==> src/design/v3a_pkg.sv <==
// ----------------------------------------------------------------------------
// v3a_pkg: shared types and constants of the 3D vector ALU
// Word layouts, opcodes, fixed-point constants and the 32-bit saturation.
// ----------------------------------------------------------------------------
package v3a_pkg;

  localparam int FRAC_BITS     = 16;
  localparam int NEAR_ZERO_LSB = 7;
  localparam int DIV_W         = 32 + FRAC_BITS;
  localparam int SQRT_STEPS    = 32;

  localparam logic [31:0] ONE_Q     = 32'(1) << FRAC_BITS;
  localparam logic [31:0] NEAR_ZERO = 32'(NEAR_ZERO_LSB);
  localparam logic [31:0] SAT_MAX   = 32'h7fff_ffff;
  localparam logic [31:0] SAT_MIN   = 32'h8000_0000;

  localparam logic [2:0] OP_ADD   = 3'd0;
  localparam logic [2:0] OP_SUB   = 3'd1;
  localparam logic [2:0] OP_SCALE = 3'd2;
  localparam logic [2:0] OP_DIV   = 3'd3;
  localparam logic [2:0] OP_DOT   = 3'd4;
  localparam logic [2:0] OP_CROSS = 3'd5;
  localparam logic [2:0] OP_MAG   = 3'd6;
  localparam logic [2:0] OP_NORM  = 3'd7;

  typedef struct packed {
    logic [2:0]         op;
    logic signed [31:0] a_x;
    logic signed [31:0] a_y;
    logic signed [31:0] a_z;
    logic signed [31:0] b_x;
    logic signed [31:0] b_y;
    logic signed [31:0] b_z;
    logic signed [31:0] scalar_in;
  } item_t;

  typedef struct packed {
    logic signed [31:0] r_x;
    logic signed [31:0] r_y;
    logic signed [31:0] r_z;
    logic signed [31:0] r_scalar;
  } result_t;

  typedef struct packed {
    logic [2:0]         op;
    logic signed [31:0] a_x;
    logic signed [31:0] a_y;
    logic signed [31:0] a_z;
    logic signed [31:0] scalar;
    result_t            res;
  } carry_t;

  typedef struct packed {
    logic [63:0] rad;
    logic [33:0] rem;
    logic [31:0] root;
  } sqrt_t;

  typedef struct packed {
    logic [DIV_W-1:0] num;
    logic [31:0]      rem;
    logic [DIV_W-1:0] quo;
    logic             neg;
  } lane_t;

  typedef struct packed {
    logic [31:0]     den;
    lane_t [2:0]     lane;
  } div_t;

  function automatic logic [31:0] sat32(input logic signed [65:0] v);
    logic [31:0] r;
    if (v[65:31] == {35{v[65]}}) begin
      r = v[31:0];
    end else begin
      r = v[65] ? SAT_MIN : SAT_MAX;
    end
    return r;
  endfunction

endpackage

==> src/design/v3a_div_cell.sv <==
// ----------------------------------------------------------------------------
// v3a_div_cell: one restoring division step on three lanes
// Shifts in one dividend bit per lane, decides one quotient bit each.
// ----------------------------------------------------------------------------
module v3a_div_cell
  import v3a_pkg::*;
(
  input  logic   clk,
  input  logic   rst,
  input  logic   adv,
  input  logic   valid_i,
  input  carry_t carry_i,
  input  div_t   st_i,
  output logic   valid_o,
  output carry_t carry_o,
  output div_t   st_o
);

  logic [32:0] acc [3];
  logic        take [3];

  always_comb begin
    for (int i = 0; i < 3; i++) begin
      acc[i]  = {st_i.lane[i].rem, st_i.lane[i].num[DIV_W-1]};
      take[i] = acc[i] >= {1'b0, st_i.den};
    end
  end

  always_ff @(posedge clk) begin
    if (rst) begin
      valid_o <= 1'b0;
    end else if (adv) begin
      valid_o <= valid_i;
    end
  end

  always_ff @(posedge clk) begin
    if (adv) begin
      carry_o  <= carry_i;
      st_o.den <= st_i.den;
      for (int i = 0; i < 3; i++) begin
        st_o.lane[i].num <= {st_i.lane[i].num[DIV_W-2:0], 1'b0};
        st_o.lane[i].rem <= take[i] ? 32'(acc[i] - {1'b0, st_i.den}) : acc[i][31:0];
        st_o.lane[i].quo <= {st_i.lane[i].quo[DIV_W-2:0], take[i]};
        st_o.lane[i].neg <= st_i.lane[i].neg;
      end
    end
  end

  a_rem_below_den: assert property (@(posedge clk) disable iff (rst)
    valid_o |-> (st_o.lane[0].rem < st_o.den) && (st_o.lane[1].rem < st_o.den)
                && (st_o.lane[2].rem < st_o.den))
    else $error("division remainder not below divisor");

endmodule

==> config.mk <==
export PLATFORM = sky130hd
export DESIGN_NAME = v3a_div_cell
export DESIGN_NICKNAME = d
export VERILOG_FILES = /design/src/design/v3a_pkg.sv /design/src/design/v3a_div_cell.sv
export SDC_FILE = /design/constraint.sdc
export NUM_CORES = 1
export LEC_CHECK = 0
export ABC_AREA = 0
export BUFFER_PORTS_ARGS = -buffer_cell sky130_fd_sc_hd__buf_2
export CAP_MARGIN = 20
export CORE_AREA = 2 2 528 530
export CTS_CLUSTER_DIAMETER = 120
export DETAILED_ROUTE_END_ITERATION = 7
export DIE_AREA = 0 0 530 532
export SLEW_MARGIN = 20
export SYNTH_ARGS = -nofsm -noshare
export SYNTH_HDL_FRONTEND = slang
export SYNTH_SLANG_ARGS = --single-unit
==> constraint.sdc <==
create_clock -name clk -period 9.6 [get_ports clk]
set_clock_uncertainty 0.2 [all_clocks]
set_input_delay 1.92 -clock clk [delete_from_list [all_inputs] [get_ports clk]]
set_output_delay 1.92 -clock clk [all_outputs]
set_load 0.005 [all_outputs]
==> flow_metrics.tcl <==
set metrics [dict create \
    outcome "complete, no violations" \
    wl_met3_um 24800 \
    ys_warn_count 0 \
    grt_max_degree 124 \
    finalHoldViolCount 0 \
    ys_ff_latch 676 \
    hpwl_um 157000 \
    layout_commonest_cell "buf_2" \
    yosysSeqAreaShare 0.757 \
    relSlewSlack 0.439 \
    antenna_found_initial 191 \
    rows 193 \
    cts_resized 0 \
    ctsRootBufferMaster "clkbuf_16" \
    die-height_um 532 \
    fin_tns_setup_ps 0 \
    die_w_um 530 \
    drt_iter0_markers 1435 \
    required_ps 9900 \
    drive_above_1_share 0.489 \
    powerDensity_mw_per_mm2 200 \
    wl_per_cell_um 26.4 \
    cts.sinks 676 \
    instances_no_fill 6866 \
    cts-buffers-inserted 87 \
    top_level_ports 1361 \
    synth_edf_count 675 \
    hold_path_depth 2 \
    met1_length_um 65300 \
    synth_area_mm2 0.0268 \
    critical_path.max_fanout 43 \
    regToRegStartpoint "valid_o$_SDFFE_PP0P_" \
    clkTransAtPathRegs_ps 60 \
    reg2regPathDepth 2 \
    post_cts_buffers 0 \
    initial_core_util 0.0972 \
    grt_first_pass_wirelength_um 223000 \
    routed_wl_um 181000 \
    hp-start "valid_o$_SDFFE_PP0P_" \
    htreeDepth 3 \
    nets 3847 \
    dp_cells 6682 \
    area_delta_synth_final_pct 52.8 \
    r2r_end "valid_o$_SDFFE_PP0P_" \
    power_uw 8200 \
    hold_path_class "reg -> reg" \
    core_area_mm2 0.276 \
    setup_violations 0 \
    drc 0 \
    die_area_mm2 0.282 \
    clkLatencyLatePin_ps 800 \
    ir_drop_uv 117 \
    fmax_mhz 194 \
    cts_max_path_buffers 4 \
    period_needed_ps 5160 \
    vias_per_cell 3.17 \
    routed-wl-met2_um 85100 \
    leakage_uw 0.0163 \
    critPathArrivalTime_ps 5460 \
    top_layer_used "met5" \
    path_class "in -> reg" \
    cts_hold_buf 0 \
    min_to "valid_o$_SDFFE_PP0P_" \
    numPortBuffers 1354 \
    cts_tree "done" \
    slew_viol_final 0 \
    first_pass_iters 5 \
    synth.distinct_cells 80 \
    syn_avg_cell_area_um2 16.2 \
    synthFlopType "edfxtp_1" \
    final_cell_mix "buf_2 (1353), edfxtp_1 (675), nand2_1 (107)" \
    max-cap-violations 0 \
    grtUsageTotal 0.123 \
    final_antenna_net_count 0 \
    min_period_over_period 0.538 \
    async_flop_share 0 \
    first_global_vias 21100 \
    setup.worst_path.end_class "flop" \
    grt.overflow.total 0 \
    worst_pin_slew_ps 841 \
    cp-startpoint "st_i[388]" \
    worst-r2r-setup-slack_ps 8780 \
    vias 21800 \
    routabilityCongestion 1.04 \
    postSynthCellCount 1657 \
    hold_slack_ps 360 \
    rsz0062_at_grt "no" \
    crit_path_start_kind "input pin" \
]
-- layout make-up --
cell class / count / area [µm²]
Sequential cell: 676 / 20300
Tap cell: 3705 / 4640
Inverter: 69 / 259
Antenna cell: 30 / 75.1
Multi-Input combinational cell: 866 / 6020
Fill cell: 30800 / 235000
Timing Repair Buffer: 1366 / 6930
Clock buffer: 104 / 2240
Clock inverter: 50 / 518
-- state kept, by name, indices dropped and copies added (netlist names) --
signal	cells
valid_o	1
carry_o	259
st_o	416
-- worst max-delay path by stage --
stage,cells past startpoint,endpoint,slack (ps)
after global routing,12,st_o[56]$_DFFE_PP_,4300
final,12,st_o[56]$_DFFE_PP_,4440
after global placement,12,st_o[56]$_DFFE_PP_,3730
after detailed placement,12,st_o[56]$_DFFE_PP_,3710
after floorplan,12,st_o[331]$_DFFE_PP_,5010
after CTS,12,st_o[56]$_DFFE_PP_,4550
-- report_power, final --
group	leakage, µW	switching [µW]	internal [µW]
sequential	0.00661	93.3	3570
combinational	0.00836	803	471
clock	0.00134	1390	1870
-- Yosys cell counts, types with 4 or more instances --
library cell | number | area share
a21oi_2 | 4 | 0.0013
a21boi_0 | 5 | 0.0014
inv_1 | 68 | 0.0095
and2_1 | 9 | 0.0021
mux2_4 | 4 | 0.0022
a211oi_1 | 6 | 0.0017
o21ai_0 | 85 | 0.016
a31oi_1 | 7 | 0.0016
nor3_1 | 14 | 0.0026
nor4_1 | 4 | 0.00093
clkbuf_1 | 26 | 0.0036
mux2_2 | 11 | 0.0046
and3_1 | 9 | 0.0021
a21o_1 | 49 | 0.014
buf_4 | 4 | 0.0011
o211ai_1 | 9 | 0.0025
buf_6 | 5 | 0.0021
o21ai_1 | 20 | 0.0037
xor2_1 | 35 | 0.011
ha_1 | 96 | 0.045
o31ai_1 | 5 | 0.0014
xnor2_1 | 44 | 0.014
o21a_1 | 17 | 0.0048
nand2_1 | 107 | 0.015
o21bai_1 | 11 | 0.0031
nand4_1 | 27 | 0.0063
clkbuf_2 | 4 | 0.00075
nor2_1 | 72 | 0.010
a21oi_1 | 101 | 0.019
edfxtp_1 | 675 | 0.76
buf_2 | 9 | 0.0017
nand2b_1 | 7 | 0.0016
nor2b_1 | 11 | 0.0026
nand3_1 | 20 | 0.0037
-- kinds of logic (layout without fill, tap and decap cells) --
| group | count (synthesis) | count (layout) | share of synthesized area |
|---|---|---|---|
| other | 1 | 33 | 0.000140 |
| AO/OA/AOI/OAI | 372 | 372 | 0.0917 |
| multiplexers | 18 | 18 | 0.00798 |
| AND/OR/NAND/NOR | 295 | 295 | 0.0513 |
| flip-flops | 676 | 676 | 0.757 |
| XOR/XNOR | 79 | 79 | 0.0258 |
| buffers and inverters | 117 | 1589 | 0.0190 |
| adder cells (fa/ha/maj) | 99 | 99 | 0.0471 |
-- per-layer routing --
layer,track usage,vias to the layer above
met5,0,-
met4,0.0305,26
met3,0.0676,450
met2,0.207,1613
met1,0.131,10400
li1,-,9230
-- critical path, stage by stage --
cell	delay, ps
buf_2	250
inv_1	200
ha_1	320
nor2b_1	150
o2111ai_1	260
a31oi_1	240
o211ai_2	410
o21ai_2	150
and2_1	200
a21oi_4	420
buf_4	480
mux2_2	390
-- per-stage QoR --
stage	utilization	worst slack, ps	instance area, µm²
after CTS	0.148	4550	40900
after detailed placement	0.138	3710	38100
after global placement	0.138	3730	38100
after global routing	0.148	4300	40900
final	0.149	4440	41000
after floorplan	-	5010	26800
No activity file was read; power rests on OpenSTA's default activity.
