### config.mk
export PLATFORM = sky130hd
export DESIGN_NAME = v3a_sqrt_cell
export DESIGN_NICKNAME = d
export VERILOG_FILES = /design/src/design/v3a_pkg.sv /design/src/design/v3a_sqrt_cell.sv
export SDC_FILE = /design/constraint.sdc
export NUM_CORES = 1
export LEC_CHECK = 0
export ABC_AREA = 0
export BUFFER_PORTS_ARGS = -buffer_cell sky130_fd_sc_hd__buf_2
export CAP_MARGIN = 30
export CORE_AREA = 3 3 302 304
export DETAILED_ROUTE_END_ITERATION = 7
export DIE_AREA = 0 0 305 307
export GPL_TIMING_DRIVEN = 0
export PLACE_DENSITY = 0.37
export SLEW_MARGIN = 15
export SYNTH_ARGS = -nofsm -noshare
export SYNTH_HDL_FRONTEND = slang
export SYNTH_SLANG_ARGS = --single-unit
### constraint.sdc
create_clock -name clk -period 5.2 [get_ports clk]
set_input_delay 0 -clock clk [delete_from_list [all_inputs] [get_ports clk]]
set_output_delay 0 -clock clk [all_outputs]
set_load 0.1 [all_outputs]
### src/design/v3a_pkg.sv
// ----------------------------------------------------------------------------
// v3a_pkg: shared types and constants of the 3D vector ALU
// Word layouts, opcodes, fixed-point constants and the 32-bit saturation.
// ----------------------------------------------------------------------------
package v3a_pkg;

  localparam int FRAC_BITS     = 16;
  localparam int NEAR_ZERO_LSB = 7;
  localparam int DIV_W         = 32 + FRAC_BITS;
  localparam int SQRT_STEPS    = 32;

  localparam logic [31:0] ONE_Q     = 32'(1) << FRAC_BITS;
  localparam logic [31:0] NEAR_ZERO = 32'(NEAR_ZERO_LSB);
  localparam logic [31:0] SAT_MAX   = 32'h7fff_ffff;
  localparam logic [31:0] SAT_MIN   = 32'h8000_0000;

  localparam logic [2:0] OP_ADD   = 3'd0;
  localparam logic [2:0] OP_SUB   = 3'd1;
  localparam logic [2:0] OP_SCALE = 3'd2;
  localparam logic [2:0] OP_DIV   = 3'd3;
  localparam logic [2:0] OP_DOT   = 3'd4;
  localparam logic [2:0] OP_CROSS = 3'd5;
  localparam logic [2:0] OP_MAG   = 3'd6;
  localparam logic [2:0] OP_NORM  = 3'd7;

  typedef struct packed {
    logic [2:0]         op;
    logic signed [31:0] a_x;
    logic signed [31:0] a_y;
    logic signed [31:0] a_z;
    logic signed [31:0] b_x;
    logic signed [31:0] b_y;
    logic signed [31:0] b_z;
    logic signed [31:0] scalar_in;
  } item_t;

  typedef struct packed {
    logic signed [31:0] r_x;
    logic signed [31:0] r_y;
    logic signed [31:0] r_z;
    logic signed [31:0] r_scalar;
  } result_t;

  typedef struct packed {
    logic [2:0]         op;
    logic signed [31:0] a_x;
    logic signed [31:0] a_y;
    logic signed [31:0] a_z;
    logic signed [31:0] scalar;
    result_t            res;
  } carry_t;

  typedef struct packed {
    logic [63:0] rad;
    logic [33:0] rem;
    logic [31:0] root;
  } sqrt_t;

  typedef struct packed {
    logic [DIV_W-1:0] num;
    logic [31:0]      rem;
    logic [DIV_W-1:0] quo;
    logic             neg;
  } lane_t;

  typedef struct packed {
    logic [31:0]     den;
    lane_t [2:0]     lane;
  } div_t;

  function automatic logic [31:0] sat32(input logic signed [65:0] v);
    logic [31:0] r;
    if (v[65:31] == {35{v[65]}}) begin
      r = v[31:0];
    end else begin
      r = v[65] ? SAT_MIN : SAT_MAX;
    end
    return r;
  endfunction

endpackage

### src/design/v3a_sqrt_cell.sv
// ----------------------------------------------------------------------------
// v3a_sqrt_cell: one step of the bitwise square root
// Takes two radicand bits, decides one root bit, passes the word on.
// ----------------------------------------------------------------------------
module v3a_sqrt_cell
  import v3a_pkg::*;
(
  input  logic   clk,
  input  logic   rst,
  input  logic   adv,
  input  logic   valid_i,
  input  carry_t carry_i,
  input  sqrt_t  st_i,
  output logic   valid_o,
  output carry_t carry_o,
  output sqrt_t  st_o
);

  logic [35:0] acc;
  logic [35:0] trial;
  logic        take;

  assign acc   = {st_i.rem, st_i.rad[63:62]};
  assign trial = {2'b00, st_i.root, 2'b01};
  assign take  = acc >= trial;

  always_ff @(posedge clk) begin
    if (rst) begin
      valid_o <= 1'b0;
    end else if (adv) begin
      valid_o <= valid_i;
    end
  end

  always_ff @(posedge clk) begin
    if (adv) begin
      carry_o   <= carry_i;
      st_o.rad  <= {st_i.rad[61:0], 2'b00};
      st_o.rem  <= take ? 34'(acc - trial) : acc[33:0];
      st_o.root <= {st_i.root[30:0], take};
    end
  end

  a_rem_bound: assert property (@(posedge clk) disable iff (rst)
    valid_o |-> (st_o.rem <= {1'b0, st_o.root, 1'b0}))
    else $error("square root remainder above twice the root");

endmodule

==> impl.org, run 1 <==
** Synthesis
- A synthesized cell averages 18.56 µm².
- Post-synth top area share :: 82.83%
- Counting distinct cell types in the post-synthesis netlist gives 58.
- Cell types occupying the most area after synthesis :: sky130_fd_sc_hd__edfxtp_1, sky130_fd_sc_hd__ha_1, sky130_fd_sc_hd__nand2_1
- Synthesis produced a netlist whose cell count is around 760.
- Counting flops with a built-in enable in the synthesized netlist gives between 300 and 400.
- Ys async rst share :: 0%
- After synthesis, the share of cell area in mux cells is 0.5261%.
- Largest area contributor in the netlist :: sky130_fd_sc_hd__edfxtp_1
- The cell area that synthesis handed to floorplanning was around 0.014 mm².
- By area, the combinational part of the netlist is dominated by compound AO/OA/AOI/OAI gates.
- Register area share after synthesis :: 82.97%
- Area fraction in and, or, nand and nor cells after synthesis :: under 10%
- YS warnings :: 0
- Most used flip-flop cell after synthesis :: sky130_fd_sc_hd__edfxtp_1
- Adder and majority cell fraction of the synthesized area :: just over 3%
- Number of register bits inferred by synthesis :: 388
- Synth Area in Compound Gates :: under 10%
- Share of the synthesized netlist area taken by xor and xnor gates :: 1.748%

** Timing
- Setup total negative slack on the finished layout was measured at 0 ns.
- Worst setup margin :: around 1.8 ns
- On the final layout, the worst clock skew is 0 ns.
- The hold violation count in the final report was 0.
- In this run the tightest slew margin relative to its limit is 42.70%.
- Share of the clock period used by the worst path after layout :: 66.14%
- Counting I/O delays and the setup requirement, the final critical path takes about 3.4 ns.
- Final-report max-slew violation count :: 0
- Setup repair after global routing left no endpoint under its margin.
- Peak Freq :: 290.7 MHz
- At the pin with the least slew margin, the transition time is 0.8595 ns.
- Setup violations remaining at the end of the flow were counted as 0.

** Critical path
- The worst register-to-register path has a setup slack of 4.07 ns.
- Start point of the critical path :: st_i[7]
- Arrival time of data at the critical path endpoint :: 3.71 ns
- Crit path kind :: in2reg
- Depth of the most critical reg-to-reg path :: 3
- In this run the worst path has a maximum fanout of 10.
- The worst setup path is launched from an input pin.
- Following the worst setup path forward leads to its endpoint at st_o[51]$_DFFE_PP_.
- Endpoint of the worst-slack reg-to-reg timing path :: valid_o$_SDFFE_PP0P_
- The critical path goes through dlygate4sd3_1 -> buf_2 -> inv_1 -> ha_1 -> a21o_1 -> o41ai_1 -> o211ai_1 -> a211oi_1 -> o21a_1 -> clkbuf_1 -> o21ai_1.
- Slowest cell on the critical path :: sky130_fd_sc_hd__clkbuf_1
- Broken down by cell family, the worst path's largest delay share belongs to compound AO/OA/AOI/OAI gates.
- CP Data Required Time :: 5.47 ns
- Endpoint class of the critical path :: register
- The critical path crosses 11 cells after its start point.
- In this run the critical register-to-register path is launched from valid_o$_SDFFE_PP0P_.
- Maximum cell stage delay along the critical path :: 0.56 ns
- The critical path contains buffers and inverters numbering 4 combined.

** Routing
- Final routed wirelength across all metal layers :: 56650 µm
- Starting DRT DRC Count :: roughly 530
- Vias :: 11371
- Via density per instance :: 3.574
- Drc violations :: 0
- First-pass DRT Iterations :: 4
- The count of nets left with antenna violations once routing finished came out at 0.
- Average wire per cell in the routed design :: 17.80 µm

** GRT
- Antenna violations before repair :: 1
- Aggregate global routing overflow :: 0
- Maximum number of pins on one net before global-route repair :: 108
- Vias in the first global route :: 12248
- The first global-routing pass estimated 81390 µm of wire.
- In the global route stage, overall resource usage came out at 11.53%.

** Die
- Once the floorplan was initialized, standard cells occupied 15.85% of the core.
- Die outline height :: 307 µm
- Boundary pin count :: 783
- The floorplan step defined a die boundary enclosing 0.09364 mm².
- The die is 305 µm wide.
- In this run the standard cell core region covers 0.08851 mm².
- Floorplan row count :: ~110

** Min path
- In this run the worst hold path is classified as in2reg.

** Layout
- Layout Area Growth over Synthesis :: 77.59%
- Post-route non-filler standard cell count :: 3182
- The finished cells cover 0.02492 mm².
- Total number of nets in the final design :: roughly 2400
- Fraction of final layout cells with drive strength greater than 1 :: 42.98%
- 0 antenna diodes ended up in the layout.

** Clocking
- TritonCTS Buffers :: between 40 and 50
- In this run the number of H-tree levels came out at 2.
- Clock Sink Count :: 388
- Root buf cell :: sky130_fd_sc_hd__clkbuf_16
- The longest clock path from root to sink contains 3 buffers.
- Post-CTS clock slew at the launch and capture registers of the worst setup and hold paths :: 0.06 ns
- TritonCTS built the clock tree.
- The clock reaches the later pin of the worst-skew pair after 0.56 ns.
- Post-CTS resize count :: 0

** Placed design
- Once placement finished, the instance area stood at 0.01949 mm².
- Placement-stage worst setup slack :: 1.722 ns
- Routability-driven placement congestion ratio :: 0.8076
- After legalization and detailed placement, the total HPWL measured 43800 µm.
- Port Buf Inserts :: 780
- Number of placed instances, taps included :: ~2700

** Pwr
- Lkg Pwr :: 10.50 nW
- Worst vdd rail ir drop :: between 0.2 and 0.25 mV
- For this design the ratio of total power to cell area is 408.1 mW/mm².

** Run
- Max-cap violations :: 0

** Outcome
- Status :: complete, no violations
==> cell type report <==
cell class	count	area, µm²
Timing Repair Buffer	1172	7890
Fill cell	9269	63590
Tap cell	1165	1458
Buffer	14	71.32
Multi-Input combinational cell	313	2165
Clock buffer	57	1235
Clock inverter	31	300.3
Inverter	42	157.7
Sequential cell	388	11640
==> state kept, by name, indices dropped and copies added (netlist names) <==
| name | cells |
|---|---|
| carry_o | 259 |
| st_o | 128 |
| valid_o | 1 |
==> how the worst min path moves through the flow <==
stage / end / cells after the start / slack, ns / start
floorplan: valid_o$_SDFFE_PP0P_ / 1 / 0.07 / rst
global placement: valid_o$_SDFFE_PP0P_ / 2 / 0.17 / rst
detailed placement: valid_o$_SDFFE_PP0P_ / 2 / 0.17 / rst
CTS: st_o[0]$_DFFE_PP_ / 4 / 0.01 / st_i[65]
global route: st_o[0]$_DFFE_PP_ / 4 / 0.06 / st_i[65]
finish: st_o[0]$_DFFE_PP_ / 4 / 0.07 / st_i[65]
==> cells in the mapped netlist, types with 4 or more instances <==
| cell | count |
|---|---|
| sky130_fd_sc_hd__inv_1 | 41 |
| sky130_fd_sc_hd__a21o_1 | 21 |
| sky130_fd_sc_hd__ha_1 | 34 |
| sky130_fd_sc_hd__xor2_1 | 16 |
| sky130_fd_sc_hd__nand3_1 | 4 |
| sky130_fd_sc_hd__a21oi_1 | 26 |
| sky130_fd_sc_hd__nand2_1 | 48 |
| sky130_fd_sc_hd__nor3_1 | 8 |
| sky130_fd_sc_hd__xnor2_1 | 12 |
| sky130_fd_sc_hd__and3_1 | 9 |
| sky130_fd_sc_hd__and2_1 | 6 |
| sky130_fd_sc_hd__clkbuf_1 | 5 |
| sky130_fd_sc_hd__nand2b_1 | 6 |
| sky130_fd_sc_hd__mux2i_1 | 4 |
| sky130_fd_sc_hd__o21ai_0 | 12 |
| sky130_fd_sc_hd__buf_2 | 6 |
| sky130_fd_sc_hd__o21ai_1 | 31 |
| sky130_fd_sc_hd__edfxtp_1 | 387 |
| sky130_fd_sc_hd__a31oi_1 | 5 |
| sky130_fd_sc_hd__nand4_1 | 7 |
| sky130_fd_sc_hd__nor2_1 | 15 |
==> placed cells by master, fill, tap and decap left out, types with 6 or more instances in the layout <==
cell type and instances:
sky130_fd_sc_hd__nor3_1 8, sky130_fd_sc_hd__and2_1 6, sky130_fd_sc_hd__clkbuf_1 14, sky130_fd_sc_hd__a21o_1 21, sky130_fd_sc_hd__clkinv_1 13, sky130_fd_sc_hd__ha_1 34
sky130_fd_sc_hd__inv_1 41, sky130_fd_sc_hd__nor2_1 15, sky130_fd_sc_hd__nand4_1 7, sky130_fd_sc_hd__edfxtp_1 387, sky130_fd_sc_hd__clkbuf_16 48, sky130_fd_sc_hd__nand2_1 48
sky130_fd_sc_hd__dlygate4sd3_1 389, sky130_fd_sc_hd__a21oi_1 26, sky130_fd_sc_hd__o21ai_0 12, sky130_fd_sc_hd__and3_1 9, sky130_fd_sc_hd__xnor2_1 12, sky130_fd_sc_hd__nand2b_1 6
sky130_fd_sc_hd__xor2_1 16, sky130_fd_sc_hd__buf_2 785, sky130_fd_sc_hd__o21ai_1 31
==> stage by stage <==
stage                     util, %  hold slack (ns)  total power, mW
after floorplan                 -          0.07238            6.082
after global placement      21.91           0.1717            6.748
after detailed placement    22.02           0.1698            6.717
after CTS                   28.15          0.01218            10.35
after global routing        28.15          0.06335            10.59
final                       28.15          0.07433            10.17
==> report_power, final <==
group          switching, mW  total, mW  leakage (nW)  internal, mW
sequential            0.0666       3.82          3.80          3.76
combinational           2.46       3.06          5.98         0.598
clock                   1.34       3.29         0.734          1.94
total                   3.87       10.2          10.5          6.30
==> repair_timing <==
item / CTS / global route
hold buffers: 389 / 0
endpoints found under the hold margin: 424 / 0
setup buffers: 0 / 0
==> per-layer routing <==
metal / GRT usage (%) / wire length (µm) / share of wire [%]
met1: 12.44 / 20910 / 37
met2: 21.24 / 29720 / 52
met3: 3.602 / 4182 / 7.4
met4: 4.000 / 1822 / 3.2
met5: 0 / 13 / 0.023
==> cell families (layout without fill, tap and decap cells) <==
group	after synthesis	in the layout
buf+inv	56	1316
other cells	1	2
compound gates	129	129
flops	388	388
mux	7	7
simple gates	113	113
fa+ha+maj	34	34
xor+xnor	28	28
==> worst reg2reg max path: stages (launching register included) <==
cell	delay, ns
sky130_fd_sc_hd__dfxtp_1	0.30
sky130_fd_sc_hd__mux2i_1	0.12
sky130_fd_sc_hd__nor2_1	0.05
sky130_fd_sc_hd__dlygate4sd3_1	0.55
Note: power is estimated with default switching activity, not from simulation.
==> inputs of run 2 (changes only) <==
--- a/config.mk
+++ b/config.mk
@@ -8,9 +8,9 @@
 export ABC_AREA = 0
 export BUFFER_PORTS_ARGS = -buffer_cell sky130_fd_sc_hd__buf_2
 export CAP_MARGIN = 30
-export CORE_AREA = 3 3 302 304
+export CORE_AREA = 3 3 300 302
 export DETAILED_ROUTE_END_ITERATION = 7
-export DIE_AREA = 0 0 305 307
+export DIE_AREA = 0 0 303 305
 export GPL_TIMING_DRIVEN = 0
 export PLACE_DENSITY = 0.37
 export SLEW_MARGIN = 15
==> constraint.sdc (replaced) <==
create_clock -name clk -period 3.25 [get_ports clk]
set_input_delay 0 -clock clk [delete_from_list [all_inputs] [get_ports clk]]
set_output_delay 0 -clock clk [all_outputs]
set_load 0.1 [all_outputs]
==> impl.org, run 2 (synthesis gave the netlist of run 1 again) <==
** Die
- Die outline height :: 305 µm (-0.65%)
- The area enclosed by the die boundary came to 0.09242 mm² (-1.3%).
- Floorplan row count :: 109 (unchanged)
- Initial standard-cell utilization of the core :: 15.95% (+0.098 points)
- The number of top-level design ports is 783 (unchanged).
- Placeable core region :: 0.08797 mm² (-0.62%)
- Die X-Extent :: 303 µm (-0.66%)

** Placed design
- The final weighted congestion in routability-driven placement was 0.8146 (+0.87%).
- Placement-stage worst setup slack :: -0.3344 ns (-2.057 ns)
- The sum of net half-perimeters after detailed placement came to 43850 µm (+0.12%).
- Port Buf Inserts :: 780 (unchanged)

** GRT
- The sum of overflow across all layers after global routing is 0 (unchanged).
- The global-route wire length before repair is 80320 µm (-1.3%).
- The combined global-route utilization of all metal layers came to 11.60% (+0.077 points).
- Maximum number of pins on one net before global-route repair :: 105 (-2.8%)
- Vias in the first global route :: 12357 (+0.89%)
- Antenna violations before repair :: 4 (+3)

** Layout
- Layout Area Growth over Synthesis :: 78.13%
- The count of fill cells added during filler insertion was 9147 (-1.3%).
- The library cell used most frequently in the layout, excluding fill and tap cells, is sky130_fd_sc_hd__buf_2.
- Commonest cells after routing, fill and taps aside :: sky130_fd_sc_hd__buf_2, sky130_fd_sc_hd__dlygate4sd3_1, sky130_fd_sc_hd__edfxtp_1, sky130_fd_sc_hd__clkbuf_16, sky130_fd_sc_hd__nand2_1
- Counting flops per register, the top entry is carry_o.
- The largest registers in the layout are carry_o: 259 flops, st_o: 128 flops, valid_o: 1 flops.
- The flip-flop count of the largest register after layout was 259 (unchanged).
- The net count of the finished layout was 2409 (+0.17%).
- Fraction of final layout cells with drive strength greater than 1 :: 43.24% (+0.25 points)

** Clocking
- TritonCTS built the clock tree.
- Source-to-sink clock delay at the later pin of the worst-skew pair :: 0.58 ns (+0.02 ns)
- The clock edge transition at the registers on the reported setup and hold paths is 0.06 ns (about the same).
- Clock Sink Count :: 388 (unchanged)
- The maximum number of buffers from clock root to sink is 3 (unchanged).
- The maximum level of the CTS H-tree came to 2 (unchanged).
- Root buf cell :: sky130_fd_sc_hd__clkbuf_16
- The CTS buffer count is 48 (+2.1%).
- The post-CTS setup repair buffer count is 0 (unchanged).

** Routing
- The per-cell via count in the routed design is 3.558 (-0.43%).
- The detailed-route wire length is 56690 µm (about the same).
- The routed length per instance was 17.79 µm (about the same).
- The post-route antenna net violation count was 0 (unchanged).
- Starting DRT DRC Count :: 518 (-1.7%)
- Drc violations :: 0 (unchanged)
- Vias :: 11340 (-0.27%)
- The number of search-and-repair iterations in the first detailed-routing pass was 5 (+1).

** Critical path
- Arrival time of data at the critical path endpoint :: 3.31 ns (-0.40 ns)
- R2R setup slack :: 2.10 ns (-1.97 ns)
- Largest fanout on the critical path :: 10 (unchanged)
- Endpoint class of the critical path :: register
- The critical path required time was 3.55 ns (-1.92 ns).
- The worst setup path is of the in2reg kind.
- STA classifies the critical path startpoint as an input pin.

** Timing
- Shortest clock period the worst path allows after layout :: 3.011 ns
- Share of the clock period used by the worst path after layout :: 92.66%
- Worst slew pin tran :: 0.7289 ns (-0.1306 ns)
- The smallest hold slack was 0.02725 ns (-0.04708 ns).
- The number of failing setup endpoints in the final timing report is 0 (unchanged).
- Number of hold-slack violations in the final timing report :: 0 (unchanged)
- Slew HR :: 51.19% (+8.5 points)
- Setup repair after global routing missed its margin :: false
- Peak Freq :: 332.1 MHz
- Clock Skews :: 0 ns (unchanged)
- Worst setup margin :: 0.2386 ns (-1.522 ns)
- The max-slew violation count came to 0 (unchanged).

** Pwr
- The worst supply voltage drop on vdd came to 0.4392 mV (+93%).
- Pwr per Cell Area :: 653.1 mW/mm² (+60%)
- The leakage component of the power was 10.54 nW (+0.37%).

** Run
- The number of maximum-capacitance violations is 0 (unchanged).

** Outcome
- The flow ran to the end, and the final reports show no timing, DRC or antenna violations.

** Min path
- The min-delay analysis places its worst path in the category in2reg.
-- run 2: cell types whose count changed in the layout (fill, tap and decap cells not counted), moves of 2 or more --
cell / previous run / this run
sky130_fd_sc_hd__clkinv_1: 13 / 7
sky130_fd_sc_hd__diode_2: 0 / 3
sky130_fd_sc_hd__dlygate4sd3_1: 389 / 391
sky130_fd_sc_hd__inv_16: 0 / 2
-- run 2: power by group --
group	total (mW)	switching, mW	internal [mW]
logic	4.89	3.93	0.962
clock network	5.31	2.20	3.11
registers	6.12	0.108	6.01
-- run 2: worst max-delay path, stage by stage --
cell and delay (ns):
sky130_fd_sc_hd__dlygate4sd3_1 0.51, sky130_fd_sc_hd__buf_2 0.11, sky130_fd_sc_hd__inv_1 0.05, sky130_fd_sc_hd__ha_1 0.34, sky130_fd_sc_hd__nor2b_1 0.16, sky130_fd_sc_hd__o31a_1 0.29, sky130_fd_sc_hd__o21ai_0 0.18, sky130_fd_sc_hd__o211ai_1 0.33
sky130_fd_sc_hd__a211oi_1 0.35, sky130_fd_sc_hd__o21a_2 0.31, sky130_fd_sc_hd__clkbuf_1 0.51, sky130_fd_sc_hd__o21ai_1 0.16
-- run 2: metal layers --
metal | GRT usage [%] | vias up | routed length (µm)
li1 | - | 5383 | -
met1 | 12.34 | 5417 | 21010
met2 | 21.55 | 451 | 29430
met3 | 3.548 | 85 | 4503
met4 | 3.824 | 4 | 1716
met5 | 0 | - | 27
-- run 2: stage by stage --
stage / total power [mW] / cell area [µm²] / std cells / utilization [%] / setup TNS [ns]
after floorplan: 9.732 / 14030 / 757 / - / 0
after global placement: 10.79 / 19400 / 2702 / 22.05 / -1485.26
after detailed placement: 10.75 / 19520 / 2706 / 22.19 / -5.443
after CTS: 16.61 / 24940 / 3180 / 28.36 / 0
after global routing: 16.96 / 24990 / 3185 / 28.41 / 0
final: 16.32 / 24990 / 3187 / 28.41 / 0
-- run 2: cell type report --
cell class,count,area [µm²],area share (%)
well taps,1165,1458,5.832
flip-flops and latches,388,11640,46.58
multi-input cells,313,2166,8.666
clock buffers,60,1267,5.071
plain buffers,14,72.57,0.2904
diodes,3,7.507,0.03004
inverters,42,157.7,0.6308
clock inverters,27,285.3,1.141
repair buffers,1175,7938,31.76
-- run 2: worst paths after layout --
path | cells after the start | from | to
max | 12 | st_i[0] | st_o[44]$_DFFE_PP_
min | 4 | st_i[37] | st_o[39]$_DFFE_PP_
max reg2reg | 3 | valid_o$_SDFFE_PP0P_ | valid_o$_SDFFE_PP0P_
min reg2reg | 3 | valid_o$_SDFFE_PP0P_ | valid_o$_SDFFE_PP0P_
-- run 2: timing repair --
item	CTS	global route
setup endpoints to repair	0	21
hold endpoints to repair	425	3
hold buffers	387	4
gates resized for setup	0	3
==> inputs of run 3 (changes only) <==
--- a/config.mk
+++ b/config.mk
@@ -8,9 +8,10 @@
 export ABC_AREA = 0
 export BUFFER_PORTS_ARGS = -buffer_cell sky130_fd_sc_hd__buf_2
 export CAP_MARGIN = 30
-export CORE_AREA = 3 3 300 302
+export CORE_AREA = 3 3 302 304
+export CTS_BUF_LIST = sky130_fd_sc_hd__clkbuf_2
 export DETAILED_ROUTE_END_ITERATION = 7
-export DIE_AREA = 0 0 303 305
+export DIE_AREA = 0 0 305 307
 export GPL_TIMING_DRIVEN = 0
 export PLACE_DENSITY = 0.37
 export SLEW_MARGIN = 15
==> constraint.sdc (replaced) <==
create_clock -name clk -period 3.25 [get_ports clk]
set_input_delay 0 -clock clk [delete_from_list [all_inputs] [get_ports clk]]
set_output_delay 0 -clock clk [all_outputs]
set_load 0.01 [all_outputs]
==> impl.org, run 3 <==
** Outcome
- The run stopped with a tool error.
- It got as far as clock tree synthesis and failed there.
- The tool reported: "[ERROR RSZ-0060] Max buffer count reached".

** Synthesis
- Yosys instantiated no cell more often than sky130_fd_sc_hd__edfxtp_1.
- Cell types occupying the most area after synthesis :: sky130_fd_sc_hd__edfxtp_1, sky130_fd_sc_hd__ha_1, sky130_fd_sc_hd__nand2_1
- Ys async rst share :: 0% (unchanged)
- YS warnings :: 0 (unchanged)
- The area of the mapped netlist was 0.01403 mm² (unchanged).
- In the synthesized netlist, the cells that appear most often are sky130_fd_sc_hd__edfxtp_1, sky130_fd_sc_hd__nand2_1, sky130_fd_sc_hd__inv_1.
- The share of the yosys chip area belonging to registers was 82.97% (unchanged).
- Largest area contributor in the netlist :: sky130_fd_sc_hd__edfxtp_1
- The post-synthesis cell count came to 756 (unchanged).
- Number of register bits inferred by synthesis :: 388 (unchanged)
- The fraction of post-synthesis cell area in the top cell type by area is 82.83% (unchanged).
- The number of enable flip-flop cells after synthesis is 387 (unchanged).
- The mean post-synth cell area was 18.56 µm² (unchanged).
- Among all flip-flop cells after synthesis, the most frequent one is sky130_fd_sc_hd__edfxtp_1.
- The number of distinct standard cells referenced by the synthesized netlist is 58 (unchanged).

** Clocking
- Longest Clk Path Bufs :: 3 (unchanged)
- Total of hold buffers inserted after clock tree synthesis :: 581 (+50%)
- Post-CTS Repair Setup Buffers :: 0 (unchanged)
- CTS H-Tree Depth :: 3 (+1)
- Clock Sink Count :: 388 (unchanged)
- The post-cts gate resize count came to 0 (unchanged).
- Root buf cell :: sky130_fd_sc_hd__clkbuf_2
- The CTS buffer count came to 109 (+130%).

** Placed design
- Cell area after placement :: 0.01949 mm² (-0.14%)
- Total half-perimeter wirelength after legalization and detailed placement :: 43800 µm (-0.12%)
- Number of placed instances, taps included :: 2705 (-0.037%)
- The final weighted congestion in routability-driven placement was 0.8076 (-0.86%).
- Port Buf Inserts :: 780 (unchanged)

** Die
- Die outline height :: 307 µm (+0.66%)
- Initial standard-cell utilization of the core :: 15.85% (-0.098 points)
- Die X-Extent :: 305 µm (+0.66%)
- Floorplan row count :: 109 (unchanged)
- The number of top-level design ports came to 783 (unchanged).
-- run 3: cell counts after synthesis --
Identical to the previous run, type by type.
-- run 3: cells by family after synthesis --
| group | after synthesis | synth area share (%) |
|---|---|---|
| other cells | 1 | 0.02673 |
| xor+xnor | 28 | 1.748 |
| compound gates | 129 | 6.153 |
| fa+ha+maj | 34 | 3.032 |
| mux | 7 | 0.5261 |
| buf+inv | 56 | 1.632 |
| simple gates | 113 | 3.915 |
| flops | 388 | 82.97 |
-- run 3: stage by stage --
stage | TNS, ns | util, % | worst slack, ns
floorplan | 0 | - | 0.8678
global placement | -1443.19 | 21.91 | -3.911
detailed placement | -2.301 | 22.02 | -0.2277
==> inputs of run 4 (changes only) <==
--- a/config.mk
+++ b/config.mk
@@ -8,12 +8,11 @@
 export ABC_AREA = 0
 export BUFFER_PORTS_ARGS = -buffer_cell sky130_fd_sc_hd__buf_2
 export CAP_MARGIN = 30
-export CORE_AREA = 3 3 302 304
-export CTS_BUF_LIST = sky130_fd_sc_hd__clkbuf_2
+export CORE_AREA = 3 3 308 310
 export DETAILED_ROUTE_END_ITERATION = 7
-export DIE_AREA = 0 0 305 307
+export DIE_AREA = 0 0 311 313
 export GPL_TIMING_DRIVEN = 0
-export PLACE_DENSITY = 0.37
+export PLACE_DENSITY_LB_ADDON = 0.15
 export SLEW_MARGIN = 15
 export SYNTH_ARGS = -nofsm -noshare
 export SYNTH_HDL_FRONTEND = slang
==> impl.org, run 4 (synthesis gave the netlist of run 1 again) <==
** Outcome
- The run finished with clean final reports.

** Pwr
- Summed over all nets, the switching power comes to approximately 3.4 mW.
- The clock network burns 40.1% of the power.
- Of the total power, the share spent switching nets is 24.93%.
- Internal power comes to 10.22 mW.
- Worst vdd rail ir drop :: ~0.31 mV
- Power comes to 13.62 mW.
- Combinational cells account for about 15% of the total power.
- Pwr per Cell Area :: 541.8 mW/mm²
- Proportion of power drawn by flip-flops and latches :: 44.9%
- Lkg Pwr :: ~11 nW

** Timing
- The hold violation count in the final report came to 0.
- Number of setup violations in the final report :: 0
- Slew HR :: 56.25%
- The max-slew violation count is 0.
- Accumulated negative setup slack :: 0 ns
- Worst slew pin tran :: roughly 0.65 ns
- Peak Freq :: 338.2 MHz
- Setup repair after global routing missed its margin :: false
- Clock skew on the completed layout was measured at 0 ns.
- In the finished design, the share of the clock period the worst path needs comes to 90.98%.
- The routed design could run at a clock period as short as 2.957 ns.

** Die
- The effective utilization at floorplan is 15.26% (-0.59 points).
- The width of the die is 311 µm (+2.0%).
- Floorplan row count :: 111 (+1.8%)
- Die outline height :: 313 µm (+2.0%)
- Boundary pin count :: 783 (unchanged)
- Placeable core region :: 0.09194 mm²
- Die area :: a little under 0.1 mm²

** GRT
- Antenna violations before repair :: 0
- Aggregate global routing overflow :: 0
- Maximum number of pins on one net before global-route repair :: 100
- The first global-routing pass estimated 84240 µm of wire.
- Gr usage total :: between 10% and 20%
- The via count of the first global-routing pass is roughly 13000.

** Critical path
- Endpoint of the worst-slack reg-to-reg timing path :: valid_o$_SDFFE_PP0P_
- The setup check on the worst reg-to-reg path leaves a slack of 2.12 ns.
- Data arrives at the worst endpoint at 3.29 ns.
- Data on the critical path is required at its endpoint by ~3.6 ns.
- The worst setup path is captured at a register.
- STA classifies the critical path startpoint as an input pin.
- In this run the worst path has a maximum fanout of 5.
- In this run the worst setup path begins at st_i[32].
- The worst register-to-register path begins at valid_o$_SDFFE_PP0P_.
- Critical Path End :: st_o[59]$_DFFE_PP_
- Depth of the most critical reg-to-reg path :: 3
- By startpoint and endpoint, the worst setup path is classified as in2reg.

** Routing
- Average wire per cell in the routed design :: 17.80 µm
- Number of antenna-violating nets in the routed design :: 0
- Summed over all layers, the routed wires come to around 58000 µm.
- After the first detailed-routing iteration, the DRC count stood at 561.
- For this run, design rule violations remaining after detail routing come to 0.
- Using the TritonRoute via totals, the vias-per-cell ratio works out to 3.509.
- The pre-antenna-repair detailed-routing pass consisted of 4 iterations.
- Vias :: ~11000

** Clocking
- CTS tree :: yes
- Post-CTS Repair Setup Buffers :: 0 (unchanged)
- The CTS sink count is 388 (unchanged).
- In this run the clock root is driven by a sky130_fd_sc_hd__clkbuf_16.
- Clock-pin slew was measured on the worst setup and hold paths at roughly 0.06 ns.
- Source-to-sink clock delay at the later pin of the worst-skew pair :: about 0.6 ns
- The maximum level of the CTS H-tree was 2 (-1).
- The CTS buffer count is 49 (-55%).
- The maximum number of buffers from clock root to sink was 3 (unchanged).

** Layout
- Ranked by flip-flop count, first place goes to carry_o.
- Fraction of final layout cells with drive strength greater than 1 :: 43.38%
- Layout Area Growth over Synthesis :: 79.12%
- Number of diodes :: 0
- The largest registers in the layout are carry_o: 259 flops, st_o: 128 flops, valid_o: 1 flops.
- Commonest cells after routing, fill and taps aside :: sky130_fd_sc_hd__buf_2, sky130_fd_sc_hd__dlygate4sd3_1, sky130_fd_sc_hd__edfxtp_1, sky130_fd_sc_hd__clkbuf_16, sky130_fd_sc_hd__nand2_1
- Measured on the finished design, the core utilization comes to 27.33%.
- The count of cells in the finished layout, fillers not included, comes to about 3300.
- In the final design database the tool counted 2410 nets.
- Fillers :: 9675
- Max FFs per register :: about 260
- Most common cell after layout, fill and taps aside :: sky130_fd_sc_hd__buf_2

** Min path
- Worst hold-check path type :: in2reg

** Placed design
- The sum of net half-perimeters after detailed placement was 44880 µm (+2.5%).
- The count of buffers from port buffering came to 780 (unchanged).
- The total instance count after detailed placement came to 2784 (+2.9%).
- The final weighted congestion in routability-driven placement came to 0.8001 (-0.93%).

** Run
- Max-cap violations :: 0
==> run 4: repair_timing <==
action	4_1_cts	5_1_grt
endpoints found under the setup margin	0	25
resized for setup	0	6
endpoints found under the hold margin	448	2
hold buffers	389	2
==> run 4: layer usage <==
| layer | wire, µm | track usage [%] |
|---|---|---|
| met1 | 20730 | 11.92 |
| met2 | 30940 | 21.59 |
| met5 | 0 | 0 |
| met3 | 4154 | 3.458 |
| met4 | 2207 | 4.848 |
==> run 4: cell type report <==
cell class / instances / area (µm²) / share of cell area [%]
sequential: 388 / 11640 / 46.32
timing repair buffer: 1175 / 7938 / 31.58
multi-input combinational: 313 / 2173 / 8.648
tap: 1243 / 1555 / 6.188
clock buffer: 57 / 1256 / 4.998
clock inverter: 28 / 336.6 / 1.339
inverter: 42 / 157.7 / 0.6273
buffer: 14 / 73.82 / 0.2937
==> run 4: how the worst min path moves through the flow <==
stage	start	end	slack (ns)	cells past startpoint
after global placement	rst	valid_o$_SDFFE_PP0P_	0.17	2
after global routing	carry_i[53]	carry_o[53]$_DFFE_PP_	0.06	2
after detailed placement	rst	valid_o$_SDFFE_PP0P_	0.16	2
final	st_i[39]	st_o[41]$_DFFE_PP_	0.09	4
after CTS	st_i[38]	st_o[40]$_DFFE_PP_	-0.35	3
after floorplan	rst	valid_o$_SDFFE_PP0P_	0.07	1
==> run 4: stage by stage <==
step / setup WS (ns) / cell area (µm²) / hold slack (ns)
floorplan: 0.8678 / 14030 / 0.07238
global route: 0.09302 / 25130 / 0.06107
global placement: -4.078 / 19490 / 0.1715
finish: 0.2932 / 25130 / 0.08600
detailed placement: -0.3157 / 19610 / 0.1629
CTS: 0.07284 / 25100 / -0.3529
==> run 4: power by group through the flow <==
stage	combinational, mW	clock (mW)	sequential, mW
detailed placement	1.68	0	6.21
floorplan	0.393	0	6.46
CTS	2.10	5.74	6.11
global placement	1.67	0	6.28
finish	2.04	5.47	6.11
global route	2.23	5.93	6.15
==> run 4: critical path: stages <==
cell	delay, ns
sky130_fd_sc_hd__dlygate4sd3_1	0.54
sky130_fd_sc_hd__buf_2	0.13
sky130_fd_sc_hd__ha_1	0.36
sky130_fd_sc_hd__o21ai_1	0.14
sky130_fd_sc_hd__a22oi_1	0.52
sky130_fd_sc_hd__o2111ai_1	0.22
sky130_fd_sc_hd__o211ai_1	0.31
sky130_fd_sc_hd__o2bb2ai_1	0.37
sky130_fd_sc_hd__mux2i_1	0.25
sky130_fd_sc_hd__o221ai_1	0.14
sky130_fd_sc_hd__mux2_1	0.31
